[src/rtl/core/tcw_pkg.sv]
`timescale 1ns / 1ps
package tcw_pkg;

   localparam int DEF_COLUMN_COUNT = 80;
   localparam int DEF_ROW_COUNT    = 25;

   localparam int KIND_W     = 2;
   localparam int CHAR_W     = 8;
   localparam int ATTR_W     = 8;
   localparam int COL_PORT_W = 7;
   localparam int ROW_PORT_W = 5;

   localparam logic [KIND_W-1:0] KIND_PUT_CHAR = 2'd0;
   localparam logic [KIND_W-1:0] KIND_CLEAR    = 2'd1;
   localparam logic [KIND_W-1:0] KIND_READ     = 2'd2;

   localparam logic [CHAR_W-1:0] CHAR_LF     = 8'h0A;
   localparam logic [CHAR_W-1:0] CHAR_CR     = 8'h0D;
   localparam logic [CHAR_W-1:0] CHAR_BS     = 8'h08;
   localparam logic [CHAR_W-1:0] BLANK_GLYPH = 8'h20;
   localparam logic [ATTR_W-1:0] RESET_ATTR  = 8'h07;

   typedef enum logic [3:0] {
      ST_INIT,
      ST_INIT_DRAIN,
      ST_IDLE,
      ST_DECODE,
      ST_BS_BLANK,
      ST_FILL,
      ST_SCROLL,
      ST_DRAIN,
      ST_RESPOND
   } ctl_state_type;

   typedef enum logic [2:0] {
      DP_NONE,
      DP_PUT_CHAR,
      DP_NEW_LINE,
      DP_BS_STEP,
      DP_BS_BLANK,
      DP_HOME,
      DP_READ
   } dp_op_type;

   typedef struct packed {
      logic      latch_req;
      dp_op_type op;
      logic      sweep_run;
      logic      sweep_fill;
      logic      sweep_init;
   } dp_cmd_type;

   typedef struct packed {
      logic [KIND_W-1:0] kind;
      logic              is_newline;
      logic              is_bs;
      logic              at_origin;
      logic              col_last;
      logic              row_last;
      logic              sweep_last;
   } dp_status_type;

endpackage

[src/rtl/core/tcw_controller.sv]
`timescale 1ns / 1ps
module tcw_controller
   import tcw_pkg::*;
(
   input  logic          clock,
   input  logic          reset,
   input  logic          start,
   output logic          busy,
   output logic          rsp_strobe,
   input  dp_status_type status,
   output dp_cmd_type    cmd
);

   ctl_state_type state_ff, state_in;

   always_ff @(posedge clock) begin
      if (reset) begin
         state_ff <= ST_INIT;
      end else begin
         state_ff <= state_in;
      end
   end

   always_comb begin
      state_in       = state_ff;
      cmd.latch_req  = 1'b0;
      cmd.op         = DP_NONE;
      cmd.sweep_run  = 1'b0;
      cmd.sweep_fill = 1'b1;
      cmd.sweep_init = 1'b0;
      busy           = (state_ff != ST_IDLE);
      rsp_strobe     = (state_ff == ST_RESPOND);
      unique case (state_ff)
         ST_INIT: begin
            cmd.sweep_run  = 1'b1;
            cmd.sweep_init = 1'b1;
            if (status.sweep_last) begin
               state_in = ST_INIT_DRAIN;
            end
         end
         ST_INIT_DRAIN: begin
            state_in = ST_IDLE;
         end
         ST_IDLE: begin
            cmd.latch_req = start;
            if (start) begin
               state_in = ST_DECODE;
            end
         end
         ST_DECODE: begin
            state_in = ST_RESPOND;
            unique case (status.kind)
               KIND_PUT_CHAR: begin
                  if (status.is_newline) begin
                     cmd.op = DP_NEW_LINE;
                     if (status.row_last) begin
                        state_in = ST_SCROLL;
                     end
                  end else if (status.is_bs) begin
                     if (!status.at_origin) begin
                        cmd.op   = DP_BS_STEP;
                        state_in = ST_BS_BLANK;
                     end
                  end else begin
                     cmd.op = DP_PUT_CHAR;
                     if (status.col_last && status.row_last) begin
                        state_in = ST_SCROLL;
                     end
                  end
               end
               KIND_CLEAR: begin
                  cmd.op   = DP_HOME;
                  state_in = ST_FILL;
               end
               KIND_READ: begin
                  cmd.op = DP_READ;
               end
               default: begin
               end
            endcase
         end
         ST_BS_BLANK: begin
            cmd.op   = DP_BS_BLANK;
            state_in = ST_RESPOND;
         end
         ST_FILL: begin
            cmd.sweep_run = 1'b1;
            if (status.sweep_last) begin
               state_in = ST_DRAIN;
            end
         end
         ST_SCROLL: begin
            cmd.sweep_run  = 1'b1;
            cmd.sweep_fill = 1'b0;
            if (status.sweep_last) begin
               state_in = ST_DRAIN;
            end
         end
         ST_DRAIN: begin
            state_in = ST_RESPOND;
         end
         ST_RESPOND: begin
            state_in = ST_IDLE;
         end
         default: begin
            state_in = ST_IDLE;
         end
      endcase
   end

endmodule
[config.mk]
export PLATFORM = sky130hd
export DESIGN_NAME = tcw_controller
export DESIGN_NICKNAME = d
export VERILOG_FILES = /design/src/rtl/core/tcw_pkg.sv /design/src/rtl/core/tcw_controller.sv
export SDC_FILE = /design/constraint.sdc
export NUM_CORES = 1
export LEC_CHECK = 0
export BUFFER_PORTS_ARGS = -buffer_cell sky130_fd_sc_hd__buf_2
export CAP_MARGIN = 5
export CELL_PAD_IN_SITES_DETAIL_PLACEMENT = 1
export CELL_PAD_IN_SITES_GLOBAL_PLACEMENT = 1
export CORE_MARGIN = 2
export CORE_UTILIZATION = 29
export DETAILED_ROUTE_END_ITERATION = 12
export HOLD_SLACK_MARGIN = 0.1
export PLACE_DENSITY_LB_ADDON = 0.1
export SYNTH_ARGS = -nofsm -noshare
export SYNTH_HDL_FRONTEND = slang
export SYNTH_SLANG_ARGS = --single-unit
[constraint.sdc]
create_clock -name clock -period 1.5 [get_ports clock]
set_input_delay 0.225 -clock clock [delete_from_list [all_inputs] [get_ports clock]]
set_output_delay 0.225 -clock clock [all_outputs]
set_load 0.005 [all_outputs]
==> results of run 1 <==
==> worst reg2reg max path, stage by stage (launching register included) <==
cell and delay [ns]:
dfxtp_4 0.36, and2b_2 0.24, nand2_2 0.09, or3b_1 0.39
a211oi_1 0.20
==> per-layer routing <==
metal | wire length, µm | share of wire [%]
met1 | 563 | 43
met2 | 667 | 51
met3 | 57 | 4.4
met4 | 10 | 0.77
met5 | 0 | 0
==> kinds of logic after synthesis <==
group / count (synthesis)
AO/OA/AOI/OAI: 17
adder cells (fa/ha/maj): 3
buffers and inverters: 9
multiplexers: 1
XOR/XNOR: 1
AND/OR/NAND/NOR: 27
flip-flops: 4
==> stage by stage <==
stage | cell area (µm²) | cells
after floorplan | 464 | 62
after global placement | 583 | 98
after detailed placement | 583 | 98
after CTS | 609 | 101
after global routing | 629 | 101
final | 629 | 101
==> timing repair <==
item	CTS	global route
setup buffers	0	0
endpoints found under the setup margin	2	4
hold buffers	0	0
hold endpoints to repair	0	0
resized for setup	3	6
==> power breakdown <==
| group | switching (mW) | leakage (nW) | internal, mW |
|---|---|---|---|
| Clock | 0.0432 | 0.0138 | 0.0895 |
| Sequential | 0.0106 | 0.0346 | 0.116 |
| Combinational | 0.0937 | 0.245 | 0.0908 |
==> final cells by class <==
class                           instances  area, µm²
Timing Repair Buffer                   24        136
Inverter                                5       18.8
Clock buffer                            3       22.5
Tap cell                               16       20.0
Sequential cell                         4       87.6
Fill cell                             203        877
Multi-Input combinational cell         49        344
==> worst max-delay path by stage <==
stage          slack [ns]           to  cells after the start         from
6_report            -0.06       cmd[2]                      4  state_ff[1]
5_1_grt             -0.13       cmd[2]                      4  state_ff[1]
4_1_cts             -0.07       cmd[2]                      4  state_ff[1]
3_5_place_dp         0.08  state_ff[1]                      6    status[7]
3_3_place_gp         0.12  state_ff[1]                      6    status[7]
2_1_floorplan        0.19       cmd[2]                      4  state_ff[1]
==> layout by cell type (no fill, tap or decap), types with 2 or more instances in the layout <==
cell type and count:
a21o_1 2, nor4b_1 2, a211oi_1 3, ha_1 3
inv_1 5, a21oi_1 3, a31oi_1 3, nand2_1 4
dfxtp_2 3, buf_4 4, clkbuf_4 3, buf_2 19
nor2_1 8
==> flow_metrics.py, run 1 <==
metrics = {
    "floorplan": {
        "start_util_pct": 30.8,
        "core_area_mm2": 0.00151,
        "die_height_um": 44.0,
        "die_w_um": 44.0,
        "die-area_mm2": 0.00194,
        "row_count": 14,
        "io_pins": 20,
    },
    "cells_and_area": {
        "largest_reg_flops": 4,
        "syn2layout_area_growth_pct": 35.6,
        "top_register": "state_ff",
        "utilization_pct": 41.8,
        "drive_above_1_share_pct": 43.5,
        "n_antenna_cell": 0,
        "fin_nets": 101,
        "largest_registers": "state_ff (4)",
    },
    "synthesis": {
        "synth_area_leaders": "dfxtp_1, ha_1, nor2_1",
        "synth_top_area_share_pct": 17.3,
        "syn-cell-area_um2": 464,
        "synth.distinct_cells": 33,
        "seq_area_frac_synth_pct": 17.3,
        "synth_cells": 62,
        "synth_common_cells": "nor2_1, inv_1, dfxtp_1, nand2_1",
        "synthAdderAreaFrac_pct": 8.09,
        "synth_warnings": 0,
        "syn_area_per_cell_um2": 7.49,
        "synth-simple-area-share_pct": 33.7,
        "synth_top_area_cell": "dfxtp_1",
        "synth_edf_count": 0,
        "yosysMostFrequentCell": "nor2_1",
        "ys_seq_elements": 4,
        "synth_nets": 76,
        "synthArstFlopShare_pct": 0,
        "synth_xor_area_share_pct": 1.89,
        "synth_compound_area_share_pct": 25.6,
        "synth.mux.area_fraction_pct": 2.16,
        "synth_top_family_by_area": "simple AND/OR/NAND/NOR gates",
        "ys.flop_type": "dfxtp_1",
    },
    "power": {
        "p_leak_nw": 0.294,
        "cellPowerDensity_mw_per_mm2": 705,
        "total_power_uw": 444,
        "ir_worst_vdd_uv": 323,
    },
    "clock_tree": {
        "cts.clk_slew.worst_paths_ns": 0.04,
        "numCtsBuffers": 3,
        "cts_root_buf": "clkbuf_4",
        "tritoncts": "done",
        "clock-sinks": 4,
        "clk_latency_ns": 0.23,
        "h-tree-depth": 1,
        "cts_max_path_buffers": 2,
    },
    "setup_path": {
        "cp_num_buf_inv": 1,
        "setup.worst_path.start_class": "register",
        "cp.arrival_ns": 1.34,
        "crit_required_ns": 1.27,
        "cpMaxStageDelayCell": "or3b_4",
        "worstReg2RegStart": "state_ff[2]",
        "critPathKind": "register to primary output",
        "path_delay_family": "simple AND/OR/NAND/NOR gates",
        "timing.rr.end": "state_ff[1]",
        "reg2reg_depth": 4,
        "slowest_delay_ns": 0.39,
        "cp_max_fo": 4,
        "rrSetupSlack_ns": 0.13,
        "worstPathCellList": "xnor2_1 > or3b_4 > or2b_1 > buf_2",
        "critical_path.endpoint_type": "primary output",
    },
    "global_route": {
        "grtUsageMet2_pct": 26.8,
        "use_met3_pct": 4.90,
        "grt-busiest-layer": "met2",
        "grt_pass1_wl_um": 2200,
        "grt_max_degree": 11,
        "track_usage_pct": 15.0,
        "grt_antenna_before_repair": 0,
        "grt_pass1_vias": 530,
        "grt.overflow.total": 0,
        "grt_use_met1_pct": 18.0,
    },
    "sta": {
        "worst_pin_slew_ns": 0.311,
        "fmax_ghz": 0.640,
        "finalClockSkew_ns": 0.000259,
        "hold_slack_ns": 0.244,
        "fin_setup_tns_ns": -0.0614,
        "slew_violations": 0,
        "fin_ws_ns": -0.0614,
        "relSlewSlack_pct": 78.7,
        "final.min_clock_period_ns": 1.56,
        "rsz0062_at_grt": "true",
        "setup_violations": 1,
        "hold_viol_final": 0,
        "finalCritPeriodShare_pct": 104,
    },
    "placement": {
        "preCtsSetupSlack_ns": 0.0756,
        "gp_congestion": 0.721,
        "io_buffers": 19,
        "dp_hpwl_um": 1050,
    },
    "routing": {
        "first_pass_iters": 2,
        "routedWlPerCell_um": 12.9,
        "dr_total_vias": 536,
        "vias_per_cell": 5.31,
        "drc": 0,
        "drtIter0Drc": 2,
        "wl_um": 1300,
        "drtAntennaViolNets": 0,
    },
    "hold_path": {
        "hold_depth": 2,
        "hold_class": "primary input to register",
        "hold_start": "reset",
        "hold_end": "state_ff[1]",
    },
    "status": {
        "failed_checks": "negative setup slack",
        "status": "complete, but fails checks",
    },
    "job": {
        "max-cap-violations": 0,
    },
}
No activity file was read; power rests on OpenSTA's default activity.
==> run 2: changes to the inputs <==
--- a/config.mk
+++ b/config.mk
@@ -14,6 +14,7 @@
 export DETAILED_ROUTE_END_ITERATION = 12
 export HOLD_SLACK_MARGIN = 0.1
 export PLACE_DENSITY_LB_ADDON = 0.1
+export SKIP_CTS_REPAIR_TIMING = 1
 export SYNTH_ARGS = -nofsm -noshare
 export SYNTH_HDL_FRONTEND = slang
 export SYNTH_SLANG_ARGS = --single-unit
==> flow_metrics.py, run 2 (synthesized netlist as in run 1, its figures left out) <==
metrics = {
    "routing": {
        "first_pass_iters": 2,
        "drtAntennaViolNets": 0,
        "wl_um": 1300,
        "vias_per_cell": 5.32,
        "routedWlPerCell_um": 12.7,
        "drc": 0,
        "drtIter0Drc": 5,
        "dr_total_vias": 543,
    },
    "global_route": {
        "grt.overflow.total": 0,
        "track_usage_pct": 14.7,
        "grt_max_degree": 11,
        "grt_pass1_vias": 530,
        "grt_pass1_wl_um": 2150,
        "grt_antenna_before_repair": 0,
    },
    "power": {
        "cellPowerDensity_mw_per_mm2": 705,
        "p_leak_nw": 0.297,
        "ir_worst_vdd_uv": 323,
    },
    "cells_and_area": {
        "top_register": "state_ff",
        "largest_reg_flops": 4,
        "stdcell_area_um2": 632,
        "syn2layout_area_growth_pct": 36.1,
        "drive_above_1_share_pct": 41.9,
        "fin_cells": 102,
        "largest_registers": "state_ff (4)",
        "fin_nets": 102,
        "mostFrequentLayoutCells": "buf_2, nor2_1, inv_1, buf_4, nand2_1",
        "n_antenna_cell": 0,
        "final_common_cell": "buf_2",
    },
    "floorplan": {
        "start_util_pct": 30.8,
        "io_pins": 20,
        "core_area_mm2": 0.00151,
        "die_height_um": 44.0,
        "row_count": 14,
        "die_w_um": 44.0,
        "die-area_mm2": 0.00194,
    },
    "sta": {
        "final.min_clock_period_ns": 1.55,
        "setup_violations": 2,
        "relSlewSlack_pct": 78.7,
        "rsz0062_at_grt": "true",
        "finalCritPeriodShare_pct": 104,
        "worst_pin_slew_ns": 0.311,
        "fin_setup_tns_ns": -0.0602,
        "fmax_ghz": 0.643,
        "hold_viol_final": 0,
        "fin_ws_ns": -0.0547,
        "finalClockSkew_ns": 0.0000986,
        "slew_violations": 0,
    },
    "placement": {
        "dp_hpwl_um": 1050,
        "place_area_um2": 583,
        "dp.cells": 98,
        "gp_congestion": 0.721,
        "io_buffers": 19,
    },
    "job": {
        "max-cap-violations": 0,
    },
    "clock_tree": {
        "cts.clk_slew.worst_paths_ns": 0.04,
        "clk_latency_ns": 0.23,
        "cts_max_path_buffers": 2,
        "h-tree-depth": 1,
        "clock-sinks": 4,
        "cts_root_buf": "clkbuf_4",
        "tritoncts": "done",
        "numCtsBuffers": 3,
    },
    "setup_path": {
        "critPathKind": "register to primary output",
        "rrSetupSlack_ns": 0.12,
        "critical_path.endpoint_type": "primary output",
        "cp.arrival_ns": 1.33,
        "cp_max_fo": 4,
        "setup.worst_path.start_class": "register",
        "crit_required_ns": 1.27,
    },
    "status": {
        "failed_checks": "negative setup slack",
        "status": "complete, but fails checks",
    },
    "hold_path": {
        "hold_class": "primary input to register",
    },
}
-- run 2: layer usage --
metal / share of wire, % / global-route usage (%)
met3: 4.3 / 4.90
met2: 52 / 26.2
met1: 44 / 17.5
met4: 0 / 1.82
met5: 0 / 0
-- run 2: power breakdown --
group / internal, mW / switching [mW] / leakage [nW] / total (mW)
sequential: 0.118 / 0.0105 / 0.0339 / 0.128
clock: 0.0895 / 0.0434 / 0.0138 / 0.133
combinational: 0.0901 / 0.0941 / 0.250 / 0.184
total: 0.297 / 0.148 / 0.297 / 0.445
-- run 2: path summary, 6_finish.rpt --
check                   start           to  cells after the start
setup / recovery  state_ff[1]       cmd[2]                      4
hold / removal          reset  state_ff[1]                      2
setup reg to reg  state_ff[2]  state_ff[1]                      4
hold reg to reg   state_ff[2]  state_ff[3]                      1
-- run 2: layout make-up --
cell class,count,area (µm²)
Clock buffer,3,22.5
Multi-Input combinational cell,49,343
Fill cell,206,875
Sequential cell,4,83.8
Inverter,5,18.8
Tap cell,16,20.0
Timing Repair Buffer,25,144
-- run 2: critical path, stage by stage (launching register included) --
cell and delay [ns]:
dfxtp_2 0.33, xnor2_1 0.14, or3b_4 0.38, or2b_1 0.15, buf_2 0.10
-- run 2: metrics by stage --
| stage | hold slack, ns | setup WS (ns) | power, mW | util, % |
|---|---|---|---|---|
| after global placement | 0.474 | 0.124 | 0.305 | 38.7 |
| after CTS | 0.241 | -0.0901 | 0.443 | 40.2 |
| after global routing | 0.236 | -0.125 | 0.489 | 41.9 |
| after floorplan | 0.303 | 0.191 | 0.239 | - |
| after detailed placement | 0.484 | 0.0756 | 0.307 | 38.7 |
| final | 0.236 | -0.0547 | 0.445 | 41.9 |
